**config.mk**
```make
export PLATFORM = sky130hd
export DESIGN_NAME = keypad_scan_debounce_multitap
export DESIGN_NICKNAME = d
export VERILOG_FILES = /design/src/rtl/kpd_pkg.sv /design/src/rtl/kpd_scan.sv /design/src/rtl/kpd_tap.sv /design/src/rtl/keypad_scan_debounce_multitap.sv
export SDC_FILE = /design/constraint.sdc
export NUM_CORES = 1
export LEC_CHECK = 0
export BUFFER_PORTS_ARGS = -buffer_cell sky130_fd_sc_hd__buf_2
export CORE_MARGIN = 1
export CORE_UTILIZATION = 50
export CTS_BUF_LIST = sky130_fd_sc_hd__clkbuf_4 sky130_fd_sc_hd__clkbuf_8
export DETAILED_ROUTE_END_ITERATION = 10
export HOLD_SLACK_MARGIN = 0.12
export MAX_ROUTING_LAYER = met4
export PLACE_DENSITY = 0.82
export RECOVER_POWER = 50
export SLEW_MARGIN = 10
export SYNTH_ARGS = -nofsm -noshare
export SYNTH_HDL_FRONTEND = slang
export SYNTH_SLANG_ARGS = --single-unit
```
**constraint.sdc**
```tcl
create_clock -name clk -period 6.4 [get_ports clk]
set_input_delay 1.28 -clock clk [delete_from_list [all_inputs] [get_ports clk]]
set_output_delay 1.28 -clock clk [all_outputs]
set_load 0.1 [all_outputs]
```
**src/rtl/kpd_pkg.sv**
```systemverilog
// kpd_pkg: shared types, constants and lookup functions for the keypad scanner
// depends on: nothing
`timescale 1ns / 1ps
`default_nettype none

package kpd_pkg;

    localparam int COUNT_WIDTH = 16;
    localparam int CFG_W       = 16;
    localparam int CMP_W       = (COUNT_WIDTH > CFG_W) ? COUNT_WIDTH : CFG_W;

    localparam logic [3:0] NO_KEY    = 4'd15;
    localparam logic [3:0] KEY_COUNT = 4'd12;

    localparam logic [1:0] KIND_SCAN = 2'd0;
    localparam logic [1:0] KIND_TEXT = 2'd1;
    localparam logic [1:0] KIND_MENU = 2'd2;

    localparam logic [1:0] STATUS_NONE   = 2'd0;
    localparam logic [1:0] STATUS_NEW    = 2'd1;
    localparam logic [1:0] STATUS_REPEAT = 2'd2;

    localparam logic CFG_DEBOUNCE = 1'b0;
    localparam logic CFG_TIMEOUT  = 1'b1;

    typedef enum logic [2:0] {
        SCAN_ROW0    = 3'd0,
        SCAN_ROW1    = 3'd1,
        SCAN_ROW2    = 3'd2,
        SCAN_ROW3    = 3'd3,
        SCAN_ARM     = 3'd4,
        SCAN_PRESS   = 3'd5,
        SCAN_HELD    = 3'd6,
        SCAN_RELEASE = 3'd7
    } scan_state_t;

    typedef enum logic [2:0] {
        TAP_IDLE   = 3'd0,
        TAP_PRESS  = 3'd1,
        TAP_HELD   = 3'd2,
        MENU_IDLE  = 3'd3,
        MENU_PRESS = 3'd4,
        MENU_HELD  = 3'd5
    } tap_state_t;

    typedef struct packed {
        logic       key_held;
        logic [3:0] live_key;
        logic [3:0] row_latch;
    } scan_info_t;

    typedef struct packed {
        tap_state_t state;
        logic [3:0] current_key;
        logic [2:0] tap_count;
        logic [1:0] status;
    } tap_info_t;

    // letters in the key's cycle, digit included
    function automatic logic [2:0] kpd_cycle_len(input logic [3:0] key);
        logic [2:0] len;
        case (key)
            4'd1, 4'd2, 4'd3, 4'd4, 4'd5, 4'd7: len = 3'd4;
            4'd6, 4'd8:                         len = 3'd5;
            default:                            len = 3'd0;
        endcase
        return len;
    endfunction

    function automatic logic [7:0] kpd_symbol(input logic [3:0] key);
        logic [7:0] ch;
        case (key)
            4'd9:    ch = 8'h2A;
            4'd10:   ch = 8'h30;
            4'd11:   ch = 8'h23;
            default: ch = 8'(8'h31 + {4'd0, key});
        endcase
        return ch;
    endfunction

    function automatic logic [7:0] kpd_first_letter(input logic [3:0] key);
        logic [7:0] ch;
        case (key)
            4'd1:    ch = 8'h41;
            4'd2:    ch = 8'h44;
            4'd3:    ch = 8'h47;
            4'd4:    ch = 8'h4A;
            4'd5:    ch = 8'h4D;
            4'd6:    ch = 8'h50;
            4'd7:    ch = 8'h54;
            default: ch = 8'h57;
        endcase
        return ch;
    endfunction

    // character shown for a key at a tap count, key below twelve
    function automatic logic [7:0] kpd_char(input logic [3:0] key, input logic text_mode,
                                            input logic [2:0] count);
        logic [2:0] len;
        logic [2:0] n;
        logic [7:0] ch;
        len = kpd_cycle_len(key);
        n   = (count > len) ? 3'd1 : count;
        ch  = kpd_symbol(key);
        if (text_mode && len != 3'd0 && count != 3'd0 && n != len)
            ch = 8'(kpd_first_letter(key) + {5'd0, n} - 8'd1);
        return ch;
    endfunction

endpackage

`default_nettype wire

```
**src/rtl/kpd_scan.sv**
```systemverilog
// kpd_scan: row scanner with press and release debounce
// depends on: kpd_pkg
`timescale 1ns / 1ps
`default_nettype none

module kpd_scan
    import kpd_pkg::*;
(
    input  wire logic                   clk,
    input  wire logic                   rst_n,
    input  wire logic                   step,
    input  wire logic [1:0]             kind,
    input  wire logic [2:0]             cols,
    input  wire logic                   tick,
    input  wire logic [CFG_W-1:0]       debounce_ticks,
    output scan_info_t                  info
);

    scan_state_t             state_reg, state_next;
    logic [1:0]              row_reg, row_next;
    logic [3:0]              latch_reg, latch_next;
    logic [COUNT_WIDTH-1:0]  count_reg, count_next, count_tick;
    logic                    held_reg, held_next;
    logic                    low;
    logic                    settled;
    logic [1:0]              col;

    always_ff @(posedge clk or negedge rst_n)
    begin
        if (!rst_n)
        begin
            state_reg <= SCAN_ROW0;
            row_reg   <= 2'd0;
            latch_reg <= 4'hF;
            count_reg <= '0;
            held_reg  <= 1'b0;
        end
        else if (step)
        begin
            state_reg <= state_next;
            row_reg   <= row_next;
            latch_reg <= latch_next;
            count_reg <= count_next;
            held_reg  <= held_next;
        end
    end

    always_comb
    begin
        count_tick = count_reg;
        if (tick && count_reg != {COUNT_WIDTH{1'b1}})
            count_tick = count_reg + 1'b1;
        low     = (cols != 3'b111);
        settled = (CMP_W'(count_tick) >= CMP_W'(debounce_ticks));

        state_next = state_reg;
        row_next   = row_reg;
        latch_next = latch_reg;
        count_next = count_tick;
        held_next  = held_reg;

        if (kind == KIND_SCAN)
        begin
            unique case (state_reg)
                SCAN_ROW0, SCAN_ROW1, SCAN_ROW2, SCAN_ROW3:
                begin
                    if (!low)
                    begin
                        row_next   = state_reg[1:0];
                        latch_next = ~(4'd1 << state_reg[1:0]);
                        state_next = scan_state_t'({1'b0, state_reg[1:0] + 2'd1});
                    end
                    else
                        state_next = SCAN_ARM;
                end
                SCAN_ARM:
                begin
                    count_next = '0;
                    state_next = SCAN_PRESS;
                end
                SCAN_PRESS:
                begin
                    if (settled)
                    begin
                        if (!low)
                            state_next = SCAN_ROW0;
                        else
                        begin
                            held_next  = 1'b1;
                            state_next = SCAN_HELD;
                        end
                    end
                end
                SCAN_HELD:
                begin
                    if (!low)
                    begin
                        count_next = '0;
                        state_next = SCAN_RELEASE;
                    end
                end
                SCAN_RELEASE:
                begin
                    if (settled)
                    begin
                        if (!low)
                        begin
                            held_next  = 1'b0;
                            state_next = SCAN_ROW0;
                        end
                        else
                            state_next = SCAN_HELD;
                    end
                end
                default:
                    state_next = SCAN_ROW0;
            endcase
        end

        if (!cols[0])
            col = 2'd0;
        else if (!cols[1])
            col = 2'd1;
        else
            col = 2'd2;

        info.key_held  = held_next;
        info.live_key  = {1'b0, row_next, 1'b0} + {2'd0, row_next} + {2'd0, col};
        info.row_latch = latch_next;
    end

endmodule

`default_nettype wire

```
**src/rtl/kpd_tap.sv**
```systemverilog
// kpd_tap: multi-tap text entry and menu press tracking
// depends on: kpd_pkg
`timescale 1ns / 1ps
`default_nettype none

module kpd_tap
    import kpd_pkg::*;
(
    input  wire logic                   clk,
    input  wire logic                   rst_n,
    input  wire logic                   step,
    input  wire logic [1:0]             kind,
    input  wire logic                   tick,
    input  wire logic [CFG_W-1:0]       timeout_ticks,
    input  scan_info_t                  scan,
    output tap_info_t                   info
);

    tap_state_t              state_reg, state_next;
    logic [3:0]              cur_reg, cur_next;
    logic [3:0]              prev_reg, prev_next;
    logic [2:0]              taps_reg, taps_next;
    logic [1:0]              status_reg, status_next;
    logic [COUNT_WIDTH-1:0]  idle_reg, idle_next, idle_tick;
    logic [2:0]              len;
    logic [2:0]              n;

    always_ff @(posedge clk or negedge rst_n)
    begin
        if (!rst_n)
        begin
            state_reg  <= TAP_IDLE;
            cur_reg    <= NO_KEY;
            prev_reg   <= NO_KEY;
            taps_reg   <= 3'd0;
            status_reg <= STATUS_NONE;
            idle_reg   <= '0;
        end
        else if (step)
        begin
            state_reg  <= state_next;
            cur_reg    <= cur_next;
            prev_reg   <= prev_next;
            taps_reg   <= taps_next;
            status_reg <= status_next;
            idle_reg   <= idle_next;
        end
    end

    always_comb
    begin
        idle_tick = idle_reg;
        if (tick && idle_reg != {COUNT_WIDTH{1'b1}})
            idle_tick = idle_reg + 1'b1;

        len = kpd_cycle_len(cur_reg);
        n   = taps_reg + 3'd1;
        if (len != 3'd0 && n > len)
            n = 3'd1;

        state_next  = state_reg;
        cur_next    = cur_reg;
        prev_next   = prev_reg;
        taps_next   = taps_reg;
        status_next = status_reg;
        idle_next   = idle_tick;

        case (kind)
            KIND_SCAN:
            begin
                unique case (state_reg)
                    TAP_IDLE:
                    begin
                        if (scan.key_held)
                        begin
                            state_next  = TAP_PRESS;
                            cur_next    = scan.live_key;
                            status_next = STATUS_REPEAT;
                            if (taps_reg != 3'd0 && (prev_reg != scan.live_key ||
                                CMP_W'(idle_tick) >= CMP_W'(timeout_ticks)))
                            begin
                                status_next = STATUS_NEW;
                                prev_next   = scan.live_key;
                                taps_next   = 3'd0;
                            end
                        end
                        else
                            prev_next = cur_reg;
                    end
                    TAP_PRESS:
                    begin
                        taps_next  = n;
                        state_next = TAP_HELD;
                    end
                    TAP_HELD:
                    begin
                        if (!scan.key_held)
                        begin
                            idle_next  = '0;
                            state_next = TAP_IDLE;
                        end
                    end
                    MENU_IDLE:
                    begin
                        if (scan.key_held)
                            state_next = MENU_PRESS;
                    end
                    MENU_PRESS:
                        state_next = MENU_HELD;
                    MENU_HELD:
                    begin
                        if (!scan.key_held)
                            state_next = MENU_IDLE;
                    end
                    default:
                        state_next = TAP_IDLE;
                endcase
            end
            KIND_TEXT:
            begin
                prev_next   = NO_KEY;
                taps_next   = 3'd0;
                status_next = STATUS_NONE;
                state_next  = TAP_HELD;
                idle_next   = '0;
            end
            KIND_MENU:
                state_next = MENU_PRESS;
            default:
                state_next = state_reg;
        endcase

        info.state       = state_next;
        info.current_key = cur_next;
        info.tap_count   = taps_next;
        info.status      = status_next;
    end

endmodule

`default_nettype wire

```
**src/rtl/keypad_scan_debounce_multitap.sv**
```systemverilog
// keypad_scan_debounce_multitap: 4x3 keypad scanner with debounce and multi-tap entry
// depends on: kpd_pkg, kpd_scan, kpd_tap
//
// channel   dir   handshake            payload
// s_*       in    s_tvalid / s_tready  tdata {tick_elapsed, column_lines}, tuser kind
// m_*       out   m_tvalid / m_tready  tdata {status, char, index, press, down, rows}
// cfg_*     in    cfg_valid/cfg_ready  cfg_index register, cfg_data value
//
// one request per clock unless the output stalls; the result appears in the output register the next cycle
// state updates and the result are computed in the same cycle the request is taken
// s_tready drops only while a result waits and m_tready is low
// rst_n resets all state but the output data register; configuration returns to 25 and 1000 ticks
`timescale 1ns / 1ps
`default_nettype none

module keypad_scan_debounce_multitap
    import kpd_pkg::*;
(
    input  wire logic              clk,
    input  wire logic              rst_n,
    input  wire logic              s_tvalid,
    output logic                   s_tready,
    input  wire logic [7:0]        s_tdata,   // [2:0] column_lines, [3] tick_elapsed
    input  wire logic [1:0]        s_tuser,   // [1:0] kind
    output logic                   m_tvalid,
    input  wire logic              m_tready,
    output logic [23:0]            m_tdata,   // [3:0] row_drive, [4] key_down,
                                              // [5] new_press, [9:6] key_index,
                                              // [17:10] key_char, [19:18] entry_status
    input  wire logic              cfg_valid,
    output logic                   cfg_ready,
    input  wire logic              cfg_index,
    input  wire logic [CFG_W-1:0]  cfg_data
);

    logic [CFG_W-1:0] debounce_reg;
    logic [CFG_W-1:0] timeout_reg;
    logic             step;
    scan_info_t       scan;
    tap_info_t        tap;
    logic [3:0]       shown;
    logic [7:0]       ch;
    logic             text_mode;
    logic             press;
    logic             valid_reg;
    logic [19:0]      data_reg, data_next;

    assign cfg_ready = 1'b1;
    assign s_tready  = !valid_reg || m_tready;
    assign step      = s_tvalid && s_tready;
    assign m_tvalid  = valid_reg;
    assign m_tdata   = {4'd0, data_reg};

    always_ff @(posedge clk or negedge rst_n)
    begin
        if (!rst_n)
        begin
            debounce_reg <= CFG_W'(25);
            timeout_reg  <= CFG_W'(1000);
        end
        else if (cfg_valid)
        begin
            unique case (cfg_index)
                CFG_DEBOUNCE: debounce_reg <= cfg_data;
                CFG_TIMEOUT:  timeout_reg  <= cfg_data;
            endcase
        end
    end

    kpd_scan u_scan (
        .clk            (clk),
        .rst_n          (rst_n),
        .step           (step),
        .kind           (s_tuser),
        .cols           (s_tdata[2:0]),
        .tick           (s_tdata[3]),
        .debounce_ticks (debounce_reg),
        .info           (scan)
    );

    kpd_tap u_tap (
        .clk            (clk),
        .rst_n          (rst_n),
        .step           (step),
        .kind           (s_tuser),
        .tick           (s_tdata[3]),
        .timeout_ticks  (timeout_reg),
        .scan           (scan),
        .info           (tap)
    );

    always_comb
    begin
        text_mode = (tap.state == TAP_IDLE || tap.state == TAP_PRESS ||
                     tap.state == TAP_HELD);
        press     = scan.key_held && (tap.state == TAP_PRESS || tap.state == MENU_PRESS);
        shown     = scan.key_held ? scan.live_key : tap.current_key;
        ch        = 8'd0;
        if (shown < KEY_COUNT)
            ch = kpd_char(shown, text_mode, tap.tap_count);
        else
            shown = 4'd0;
        data_next = {tap.status, ch, shown, press, scan.key_held, scan.row_latch};
    end

    always_ff @(posedge clk or negedge rst_n)
    begin
        if (!rst_n)
            valid_reg <= 1'b0;
        else if (s_tready)
            valid_reg <= s_tvalid;
    end

    always_ff @(posedge clk)
    begin
        if (step)
            data_reg <= data_next;
    end

endmodule

`default_nettype wire

```
==> results of run 1 <==
critical path: cells and delay by family:
family          cells  cell delay, ps
mux                 1             340
xor+xnor            1             140
buf+inv             2             130
compound gates      6             840
simple gates        9            1700
fa+ha+maj           7            2020
synthesized netlist by cell type, types with 13 or more instances:
master	count	area [um^2]
sky130_fd_sc_hd__xnor2_1	29	254.0
sky130_fd_sc_hd__edfxtp_1	19	570.6
sky130_fd_sc_hd__mux2_2	19	214.0
sky130_fd_sc_hd__mux2i_1	13	130.1
sky130_fd_sc_hd__nand2b_1	19	118.9
sky130_fd_sc_hd__nand2_1	113	424.2
sky130_fd_sc_hd__o21ai_0	77	385.4
sky130_fd_sc_hd__nor2_1	62	232.7
sky130_fd_sc_hd__o31ai_1	19	142.6
sky130_fd_sc_hd__inv_1	61	229.0
sky130_fd_sc_hd__a31oi_1	13	81.33
sky130_fd_sc_hd__a21oi_1	34	170.2
sky130_fd_sc_hd__nand4_1	13	81.33
sky130_fd_sc_hd__dfstp_2	21	551.8
sky130_fd_sc_hd__dfrtp_1	70	1752
sky130_fd_sc_hd__ha_1	58	725.7
sky130_fd_sc_hd__clkbuf_1	27	101.4
sky130_fd_sc_hd__nand3_1	20	100.1
cell families after synthesis:
kind of cell,count (synthesis)
AO/OA/AOI/OAI,206
XOR/XNOR,40
other,2
multiplexers,37
flip-flops,110
AND/OR/NAND/NOR,285
buffers and inverters,104
adder cells (fa/ha/maj),62
through the flow:
stage	worst slack, ps	area [um^2]	setup TNS [ps]
final	60.88	9107	0
after CTS	-24.81	9019	-24.81
after floorplan	-454.9	7804	-1032
after global routing	-271.2	9107	-585.3
after detailed placement	-668.2	8677	-2662
after global placement	-637.6	8677	-2415
per-layer routing:
metal | wire [um] | GRT usage
met1 | 8083 | 0.3229
met2 | 8353 | 0.3825
met3 | 961 | 0.03380
met4 | 405 | 0.08178
met5 | 0 | -
cell usage in the layout, fill, tap and decap left out, types with 5 or more instances in the layout:
cell / count
sky130_fd_sc_hd__a211oi_1: 7
sky130_fd_sc_hd__a21oi_1: 32
sky130_fd_sc_hd__a22o_1: 10
sky130_fd_sc_hd__a31oi_1: 12
sky130_fd_sc_hd__and2_1: 5
sky130_fd_sc_hd__and3_1: 5
sky130_fd_sc_hd__buf_2: 45
sky130_fd_sc_hd__buf_4: 94
sky130_fd_sc_hd__clkbuf_8: 10
sky130_fd_sc_hd__conb_1: 6
sky130_fd_sc_hd__dfrtp_1: 70
sky130_fd_sc_hd__dfstp_2: 21
sky130_fd_sc_hd__edfxtp_1: 19
sky130_fd_sc_hd__ha_1: 51
sky130_fd_sc_hd__ha_4: 5
sky130_fd_sc_hd__inv_1: 56
sky130_fd_sc_hd__inv_2: 5
sky130_fd_sc_hd__mux2_2: 17
sky130_fd_sc_hd__mux2i_1: 10
sky130_fd_sc_hd__nand2_1: 109
sky130_fd_sc_hd__nand2_2: 5
sky130_fd_sc_hd__nand2b_1: 19
sky130_fd_sc_hd__nand3_1: 17
sky130_fd_sc_hd__nand4_1: 13
sky130_fd_sc_hd__nor2_1: 55
sky130_fd_sc_hd__nor2b_1: 10
sky130_fd_sc_hd__nor3_1: 8
sky130_fd_sc_hd__o21a_1: 5
sky130_fd_sc_hd__o21ai_0: 74
sky130_fd_sc_hd__o21ai_1: 6
sky130_fd_sc_hd__o31ai_1: 19
sky130_fd_sc_hd__xnor2_1: 26
sky130_fd_sc_hd__xor2_1: 10
timing repair:
| item | in CTS | in global routing |
|---|---|---|
| buffers inserted | 7 | 3 |
| resized for setup | 17 | 15 |
| pin swaps | 27 | 20 |
| gates cloned | 0 | 0 |
| endpoints found under the setup margin | 4 | 6 |
report_power, final:
| group | switching [W] | total [W] | internal [W] |
|---|---|---|---|
| Combinational | 0.000792 | 0.00137 | 0.000575 |
| Clock | 0.000256 | 0.000456 | 0.000200 |
| Sequential | 0.0000852 | 0.000921 | 0.000836 |
worst paths after layout:
path | startpoint | endpoint | slack (ps) | depth (start not counted)
hold / removal | u_scan.row_reg[1] | u_scan.row_reg[1] | 490 | 2
hold reg to reg | u_scan.row_reg[1] | u_scan.row_reg[1] | 490 | 2
min in group asynchronous | rst_n | u_scan.count_reg[2] | 1140 | 1
setup / recovery | s_tdata[1] | data_reg[15] | 60 | 26
max in group asynchronous | rst_n | u_tap.idle_reg[15] | 1350 | 2
setup reg to reg | u_scan.count_reg[1] | data_reg[15] | 100 | 35
layout make-up:
cell class,count,share of cell area
antenna,1,0.0002748
clock buffer,11,0.01594
clock inverter,5,0.006869
inverter,62,0.02638
multi-input combinational,636,0.5042
sequential,110,0.3156
tap,184,0.02528
timing repair buffer,144,0.1055
==> reports/metrics.json, run 1 <==
{
  "placed_design": {
    "io_buffers": 48,
    "dp_cells": 1126,
    "finalWeightedCongestion": 0.9035,
    "dp.final_hpwl_um": 13090
  },
  "synthesis": {
    "synthesis.area_per_instance_um2": 8.967,
    "synth_enable_flop_cells": 19,
    "synth_compound_gate_area_share": 0.1770,
    "syn_area_um2": 7586,
    "asyncSetResetFlopFracSynth": 0.8273,
    "synth_simple_gate_area_share": 0.1766,
    "synth-adder-area-share": 0.1049,
    "synthXorXnorAreaFrac": 0.04618,
    "synth_seq_cells": 110,
    "muxShareOfSynthArea": 0.05575,
    "main_combinational_cell_family_by_area_after_synthesis": "compound AO/OA/AOI/OAI gates",
    "synthCells": 846,
    "yosysSeqAreaShare": 0.3789,
    "yosysWarnings": 0,
    "dominantRegCellSynth": "sky130_fd_sc_hd__dfrtp_1",
    "synth.distinct_cells": 74
  },
  "worst_hold_path": {
    "worstHoldPathType": "reg2reg"
  },
  "worst_setup_path": {
    "path_common_cell": "sky130_fd_sc_hd__ha_4",
    "path_class": "in2reg",
    "timing.critical_path.to_type": "register",
    "critical_path_arrival_ps": 6480,
    "crit_fanout": 4,
    "timing.critical_path.required_ps": 6540,
    "kind_of_launch_point_of_the_worst_setup_path": "primary input",
    "max_incr_delay_on_cp_ps": 480,
    "cp_slowest_cell": "sky130_fd_sc_hd__fa_1"
  },
  "timing": {
    "fin_worst_hold_slack_ps": 489.7,
    "finalSetupViolations": 0,
    "max_freq_mhz": 157.8,
    "grt_setup_unrepaired": "true",
    "timing_worst_slew_pin_value_ps": 3492,
    "period_needed_ps": 6339,
    "fin_worst_skew_ps": 15.29,
    "timing.final.max_slew_violations": 69,
    "post-route-period-util": 0.9905,
    "slew_headroom": -1.328,
    "finalHoldViolCount": 0
  },
  "floorplan": {
    "floorplan.initialDensity": 0.5180,
    "floorplan.die.height_um": 125.2,
    "core-area_um2": 14640,
    "placement_rows": 44,
    "fp.dieArea_um2": 15670,
    "design.portCount": 59,
    "die_width_um": 125.2
  },
  "layout": {
    "final_core_util": 0.6219,
    "post_layout_nonfiller_instances": 1153,
    "area_of_combinational_cells_with_multiple_inputs_um2": 4592,
    "fin_nets": 1056,
    "sequential_cell_area_um2": 2874,
    "number_of_flip_flops_in_the_largest_register": 19,
    "share_of_layout_cells_above_drive_strength_1": 0.2789,
    "fillers": 1147,
    "p_r_area_growth_vs_syn_pct": 20.06
  },
  "global_route": {
    "grt_antenna_before_repair": 1,
    "grt_first_pass_wirelength_um": 29970,
    "gr-total-overflow": 0,
    "grt.total_usage": 0.2430,
    "grt_start_max_net_pins": 69,
    "vias_in_the_first_global_route": 6280
  },
  "drt": {
    "drt_pass1_iterations": 8,
    "ant_nets": 0,
    "via_count": 6583,
    "drc_errors": 6,
    "viasPerCell": 5.709,
    "drt-wirelength-per-cell_um": 15.44,
    "wl_um": 17800,
    "drt-initial-drc-count": 682
  },
  "power_and_ir_drop": {
    "totalPowerFinal_w": 0.002743,
    "powerDensity_nw_per_um2": 301.2,
    "leakage_nw": 4.116,
    "power.ir.vdd_worst_mv": 0.1622
  },
  "flow_run": {
    "maximum_capacitance_violations": 1
  },
  "clocking": {
    "clock_path_buffers": 2,
    "cts_tree": "yes",
    "hold_fix_buffers_cts": 0,
    "clock_tree_root": "sky130_fd_sc_hd__clkbuf_8",
    "clk_latency_worst_skew_pair_ps": 390,
    "cts.reportedPaths.clkPinSlew_ps": 100,
    "sink_count_of_the_clock_tree": 110,
    "number_of_levels_the_h_tree_was_split_into": 3,
    "tritoncts.num_buffers": 9
  },
  "run_status": {
    "violated_checks": "DRC, capacitance limit, slew limit",
    "status": "finished with violations"
  }
}
(Power assumes the default switching activity.)
==> inputs of run 2 (changes only) <==
--- a/config.mk
+++ b/config.mk
@@ -6,13 +6,15 @@
 export NUM_CORES = 1
 export LEC_CHECK = 0
 export BUFFER_PORTS_ARGS = -buffer_cell sky130_fd_sc_hd__buf_2
+export CAP_MARGIN = 20
+export CORE_ASPECT_RATIO = 1.5
 export CORE_MARGIN = 1
 export CORE_UTILIZATION = 50
 export CTS_BUF_LIST = sky130_fd_sc_hd__clkbuf_4 sky130_fd_sc_hd__clkbuf_8
 export DETAILED_ROUTE_END_ITERATION = 10
 export HOLD_SLACK_MARGIN = 0.12
 export MAX_ROUTING_LAYER = met4
-export PLACE_DENSITY = 0.82
+export PLACE_DENSITY = 0.79
 export RECOVER_POWER = 50
 export SLEW_MARGIN = 10
 export SYNTH_ARGS = -nofsm -noshare
==> constraint.sdc (replaced) <==
create_clock -name clk -period 6.75 [get_ports clk]
set_input_delay 1.35 -clock clk [delete_from_list [all_inputs] [get_ports clk]]
set_output_delay 1.35 -clock clk [all_outputs]
set_load 0.1 [all_outputs]
==> run 2 against run 1 <==
The run ends with capacitance limit, slew limit, setup timing left; clock skew is 0.80 ps lower; flip-flop and latch count unchanged; final cell count is 0.17% lower; global-route usage is 0.74 points higher; clock power increased by 1%; first-iteration DRC count decreased by 58%; via count up 0.59%; register-to-register slack worse by 50 ps; die area about the same; core utilization shrank 0.63 points; setup slack got worse by 76 ps; count of clock-buffer cells in the layout shrank 1; critical endpoint unchanged; largest power group unchanged; highest routed layer unchanged.
==> reports/metrics.json, run 2 (synthesized netlist as in run 1, its figures left out) <==
{
  "run_status": {
    "status": "finished with violations",
    "violated_checks": "capacitance limit, slew limit, setup timing"
  },
  "power_and_ir_drop": {
    "powerDensity_nw_per_um2": 289.4,
    "sw_frac_of_total": 0.4079,
    "power.ir.vdd_worst_mv": 0.1718,
    "leakage_nw": 4.072,
    "share_comb_of_total_power": 0.488,
    "seqPwrFrac": 0.336,
    "power_report.internal_total_w": 0.001547,
    "share_clk_of_total_power": 0.177,
    "switchingPower_w": 0.001065
  },
  "timing": {
    "fin_worst_skew_ps": 14.49,
    "timing.setup.tns_ps": -15.07,
    "final_critical_path_setup_slack_ps": -15.07,
    "max_freq_mhz": 147.8,
    "finalHoldViolCount": 0,
    "slew_headroom": -0.9066,
    "period_needed_ps": 6765,
    "grt_setup_unrepaired": "true",
    "timing_worst_slew_pin_value_ps": 2860,
    "timing.final.max_slew_violations": 94,
    "finalSetupViolations": 1,
    "post-route-period-util": 1.002
  },
  "floorplan": {
    "design.portCount": 59,
    "core-area_um2": 14660,
    "die_width_um": 102.6,
    "floorplan.die.height_um": 152.9,
    "placement_rows": 54,
    "floorplan.initialDensity": 0.5174,
    "fp.dieArea_um2": 15680
  },
  "global_route": {
    "vias_in_the_first_global_route": 6468,
    "grt_start_max_net_pins": 55,
    "fraction_of_met1_tracks_used_by_global_routing": 0.2587,
    "grt_antenna_before_repair": 0,
    "global_route.peak_usage_layer": "met2",
    "met2_usage": 0.4571,
    "globalRouteMet3Util": 0.03246,
    "grt_first_pass_wirelength_um": 29860,
    "gr-total-overflow": 0,
    "grt.total_usage": 0.2504
  },
  "worst_hold_path": {
    "worstHoldPathType": "reg2reg"
  },
  "layout": {
    "insertedDiodeCount": 0,
    "layout_common_cells": "sky130_fd_sc_hd__nand2_1, sky130_fd_sc_hd__buf_4, sky130_fd_sc_hd__o21ai_0",
    "fillers": 1200,
    "fin_nets": 1043,
    "p_r_area_growth_vs_syn_pct": 18.98,
    "number_of_flip_flops_in_the_largest_register": 19,
    "post_layout_nonfiller_instances": 1151,
    "share_of_layout_cells_above_drive_strength_1": 0.2597,
    "mostFrequentLayoutCell": "sky130_fd_sc_hd__nand2_1"
  },
  "clocking": {
    "number_of_levels_the_h_tree_was_split_into": 3,
    "clk_latency_worst_skew_pair_ps": 390,
    "clock_tree_root": "sky130_fd_sc_hd__clkbuf_8",
    "tritoncts.num_buffers": 9,
    "sink_count_of_the_clock_tree": 110,
    "hold_fix_buffers_cts": 0,
    "cts_tree": "yes",
    "clock_path_buffers": 2,
    "cts.reportedPaths.clkPinSlew_ps": 110
  },
  "flow_run": {
    "maximum_capacitance_violations": 2
  },
  "drt": {
    "drt-wirelength-per-cell_um": 16.18,
    "drt-initial-drc-count": 287,
    "viasPerCell": 5.753,
    "drc_errors": 0,
    "via_count": 6622,
    "ant_nets": 0,
    "drt_pass1_iterations": 5,
    "wl_um": 18630
  },
  "worst_setup_path": {
    "cp_slowest_cell": "sky130_fd_sc_hd__or3_4",
    "max_incr_delay_on_cp_ps": 400,
    "path_class": "in2reg",
    "worst_path_dominant_cell_family": "simple AND/OR/NAND/NOR gates",
    "critical_path_arrival_ps": 7000,
    "path_common_cell": "sky130_fd_sc_hd__ha_4",
    "kind_of_launch_point_of_the_worst_setup_path": "primary input",
    "timing.critical_path.to_type": "register",
    "crit_buf_inv": 5,
    "timing.critical_path.required_ps": 6980,
    "crit_fanout": 4
  },
  "placed_design": {
    "finalWeightedCongestion": 0.9015,
    "dp_cells": 1123,
    "dp.final_hpwl_um": 13630,
    "io_buffers": 48
  }
}
## run 2: cell types whose count changed in the layout (fill, tap and decap cells not counted), sizes merged
cell,before,now
buf,140,128
bufinv,1,2
diode,1,0
clkbuf,15,13
## run 2: worst register-to-register path: cells and delay by family, from the launching register on
family / cells / cell delay, ps
AND/OR/NAND/NOR: 15 / 2450
multiplexers: 2 / 620
adder cells (fa/ha/maj): 6 / 1550
flip-flops: 1 / 420
buffers and inverters: 4 / 300
XOR/XNOR: 1 / 200
AO/OA/AOI/OAI: 5 / 1010
## run 2: power by group through the flow
stage          Sequential (W)  Combinational (W)  Clock (W)
6_report             0.000877            0.00127   0.000462
5_1_grt              0.000890            0.00140   0.000490
4_1_cts              0.000871            0.00120   0.000465
3_5_place_dp         0.000884            0.00119          0
3_3_place_gp         0.000880            0.00115          0
2_1_floorplan        0.000955           0.000766          0
## run 2: metal layers
layer	part of all wire	up-vias
li1	-	3170
met1	0.38	3202
met2	0.55	197
met3	0.036	53
met4	0.035	0
met5	0	-
## run 2: timing repair
| item | 4_1_cts | 5_1_grt |
|---|---|---|
| pin swaps | 1 | 28 |
| resized for setup | 1 | 27 |
| setup buffers | 0 | 11 |
| endpoints found under the setup margin | 1 | 4 |
## run 2: layout make-up
type	instances	area, um^2	area share
Clock buffer	10	131.4	0.01456
Clock inverter	6	92.59	0.01026
Inverter	62	237.7	0.02634
Multi-Input combinational cell	636	4561	0.5053
Sequential cell	110	2874	0.3184
Tap cell	196	245.2	0.02717
Timing Repair Buffer	131	884.6	0.09800
## run 2: stage by stage
| step | util | total power (W) | hold slack [ps] | cell area (um^2) | worst slack (ps) |
|---|---|---|---|---|---|
| after floorplan | - | 0.001721 | 445.9 | 7774 | -175.7 |
| after global placement | 0.5833 | 0.002031 | 460.3 | 8552 | -297.9 |
| after detailed placement | 0.5833 | 0.002074 | 467.5 | 8552 | -400.2 |
| after CTS | 0.5991 | 0.002532 | 492.3 | 8783 | 16.03 |
| after global routing | 0.6156 | 0.002777 | 532.5 | 9026 | -379.5 |
| final | 0.6156 | 0.002612 | 488.5 | 9026 | -15.07 |
## run 2: worst paths after layout
| check | start | slack [ps] | endpoint | cells past startpoint |
|---|---|---|---|---|
| max | s_tdata[3] | -20 | data_reg[15] | 32 |
| max in group asynchronous | rst_n | 1610 | u_scan.count_reg[14] | 2 |
| min in group asynchronous | rst_n | 1560 | u_tap.idle_reg[1] | 1 |
| max reg2reg | u_scan.count_reg[10] | 50 | data_reg[15] | 33 |
| min reg2reg | u_scan.row_reg[1] | 490 | u_scan.row_reg[1] | 2 |
| min | u_scan.row_reg[1] | 490 | u_scan.row_reg[1] | 2 |
==> inputs of run 3 (changes only) <==
--- a/config.mk
+++ b/config.mk
@@ -16,6 +16,7 @@
 export MAX_ROUTING_LAYER = met4
 export PLACE_DENSITY = 0.79
 export RECOVER_POWER = 50
+export SETUP_SLACK_MARGIN = 0.02
 export SLEW_MARGIN = 10
 export SYNTH_ARGS = -nofsm -noshare
 export SYNTH_HDL_FRONTEND = slang
==> run 3 against run 2 <==
The run ends with capacitance limit, slew limit left; routed wire length shrank 2.3%; sequential share of layout area increased by 0.16 points; setup slack better by 93 ps; core utilization is 0.28 points lower; count of clock-buffer cells in the layout is 1 lower; worst hold slack better by 7.6 ps; critical path depth decreased by 7; largest power group unchanged; highest routed layer unchanged.
==> reports/metrics.json, run 3 (synthesized netlist as in run 1, its figures left out) <==
{
  "drt": {
    "viasPerCell": 5.682,
    "wl_um": 18200,
    "drt_pass1_iterations": 5,
    "ant_nets": 0,
    "drc_errors": 0,
    "drt-initial-drc-count": 239,
    "drt-wirelength-per-cell_um": 15.83,
    "via_count": 6534
  },
  "layout": {
    "insertedDiodeCount": 0,
    "layout_common_cells": "sky130_fd_sc_hd__nand2_1, sky130_fd_sc_hd__buf_4, sky130_fd_sc_hd__o21ai_0",
    "mostFrequentLayoutCell": "sky130_fd_sc_hd__nand2_1",
    "share_of_layout_cells_above_drive_strength_1": 0.2642,
    "fin_nets": 1042,
    "number_of_flip_flops_in_the_largest_register": 19,
    "final_core_util": 0.6128,
    "p_r_area_growth_vs_syn_pct": 18.44
  },
  "clocking": {
    "tritoncts.num_buffers": 9,
    "clock_path_buffers": 2,
    "clock_tree_root": "sky130_fd_sc_hd__clkbuf_8",
    "cts_tree": "yes",
    "clk_latency_worst_skew_pair_ps": 390,
    "sink_count_of_the_clock_tree": 110,
    "hold_fix_buffers_cts": 0,
    "cts.reportedPaths.clkPinSlew_ps": 110,
    "number_of_levels_the_h_tree_was_split_into": 3
  },
  "floorplan": {
    "core-area_um2": 14660,
    "floorplan.die.height_um": 152.9,
    "design.portCount": 59,
    "fp.dieArea_um2": 15680,
    "die_width_um": 102.6,
    "placement_rows": 54,
    "floorplan.initialDensity": 0.5174
  },
  "timing": {
    "grt_setup_unrepaired": "true",
    "finalSetupViolations": 0,
    "period_needed_ps": 6672,
    "timing.setup.tns_ps": 0,
    "post-route-period-util": 0.9885,
    "fin_worst_skew_ps": 18.42,
    "fin_worst_hold_slack_ps": 496.1,
    "final_critical_path_setup_slack_ps": 77.53,
    "slew_headroom": -0.9061,
    "max_freq_mhz": 149.9,
    "finalHoldViolCount": 0,
    "timing_worst_slew_pin_value_ps": 2859,
    "timing.final.max_slew_violations": 94
  },
  "placed_design": {
    "dp.final_hpwl_um": 13740,
    "preCtsSetupSlack_ps": -370.4,
    "io_buffers": 48,
    "finalWeightedCongestion": 0.9013
  },
  "worst_setup_path": {
    "timing.critical_path.required_ps": 6890,
    "path_class": "in2reg",
    "timing.critical_path.to_type": "register",
    "kind_of_launch_point_of_the_worst_setup_path": "primary input",
    "crit_fanout": 4,
    "critical_path_arrival_ps": 6820
  },
  "power_and_ir_drop": {
    "totalPowerFinal_w": 0.002599,
    "leakage_nw": 4.028,
    "powerDensity_nw_per_um2": 289.3,
    "power.ir.vdd_worst_mv": 0.1976
  },
  "global_route": {
    "vias_in_the_first_global_route": 6471,
    "gr-total-overflow": 0,
    "grt.total_usage": 0.2506,
    "grt_first_pass_wirelength_um": 30090,
    "grt_start_max_net_pins": 55,
    "grt_antenna_before_repair": 0
  },
  "run_status": {
    "violated_checks": "capacitance limit, slew limit",
    "status": "finished with violations"
  },
  "worst_hold_path": {
    "worstHoldPathType": "reg2reg"
  },
  "flow_run": {
    "maximum_capacitance_violations": 2
  }
}
==> run 3: cell types whose count changed in the layout (fill, tap and decap cells not counted), moves of 2 or more <==
cell	before	now
sky130_fd_sc_hd__buf_4	80	77
sky130_fd_sc_hd__nand2_2	4	6
sky130_fd_sc_hd__nand2_1	110	108
sky130_fd_sc_hd__inv_6	1	3
sky130_fd_sc_hd__clkbuf_1	3	5
sky130_fd_sc_hd__ha_2	2	4
==> run 3: what timing repair did <==
| item | CTS | global route |
|---|---|---|
| setup buffers | 0 | 8 |
| hold endpoints to repair | 0 | 0 |
| gates resized for setup | 2 | 32 |
| pin swaps | 0 | 36 |
| endpoints found under the setup margin | 1 | 5 |
==> run 3: per-stage QoR <==
stage                     cells  instance area [um^2]
after floorplan             850                  7774
after global placement     1125                  8567
after detailed placement   1125                  8567
after CTS                  1141                  8785
after global routing       1150                  8985
final                      1150                  8985
==> run 3: worst paths after layout <==
path / slack, ps / startpoint / cells past startpoint / end
worst max-delay path: 80 / s_tuser[0] / 25 / data_reg[15]
worst min-delay path: 500 / u_scan.row_reg[1] / 2 / u_scan.row_reg[1]
worst max register to register: 190 / u_scan.count_reg[0] / 32 / data_reg[15]
worst min register to register: 500 / u_scan.row_reg[1] / 2 / u_scan.row_reg[1]
max in group asynchronous: 1420 / rst_n / 2 / u_scan.count_reg[0]
min in group asynchronous: 1560 / rst_n / 1 / u_tap.idle_reg[1]
==> run 3: report_power, final <==
group	internal, W	switching (W)	total (W)
logic	0.000553	0.000742	0.00129
registers	0.000792	0.0000827	0.000875
clock network	0.000177	0.000252	0.000429
total	0.00152	0.00108	0.00260
==> run 3: critical path, cell delays in order <==
cell and delay (ps):
sky130_fd_sc_hd__buf_2 110, sky130_fd_sc_hd__or2_4 280, sky130_fd_sc_hd__nor3_4 240, sky130_fd_sc_hd__mux2_4 340, sky130_fd_sc_hd__fa_1 480, sky130_fd_sc_hd__ha_2 190, sky130_fd_sc_hd__fa_2 420, sky130_fd_sc_hd__xnor2_2 160
sky130_fd_sc_hd__nand3_2 160, sky130_fd_sc_hd__nor4_4 370, sky130_fd_sc_hd__o211ai_1 190, sky130_fd_sc_hd__nand2_1 150, sky130_fd_sc_hd__o2111ai_2 160, sky130_fd_sc_hd__nand2_2 150, sky130_fd_sc_hd__ha_4 220, sky130_fd_sc_hd__or3_1 370
sky130_fd_sc_hd__ha_1 290, sky130_fd_sc_hd__inv_2 40, sky130_fd_sc_hd__ha_4 160, sky130_fd_sc_hd__fa_2 400, sky130_fd_sc_hd__a21oi_2 150, sky130_fd_sc_hd__nor2_2 70, sky130_fd_sc_hd__and2_1 130, sky130_fd_sc_hd__o21ai_1 130
sky130_fd_sc_hd__a31oi_1 90
==> run 3: per-layer routing <==
| metal | GRT usage | wire [um] | up-vias |
|---|---|---|---|
| met2 | 0.4508 | 9799 | 182 |
| met3 | 0.03109 | 640 | 57 |
| met1 | 0.2700 | 7084 | 3127 |
| met5 | - | 0 | - |
| li1 | - | - | 3168 |
| met4 | 0.1034 | 677 | 0 |
==> run 3: layout make-up <==
type	instances	area (um^2)
Fill cell	1211	5677
Multi-Input combinational cell	636	4549
Sequential cell	110	2875
Timing Repair Buffer	130	875.8
Tap cell	196	245.2
Inverter	62	237.7
Clock buffer	9	123.9
Clock inverter	7	77.57
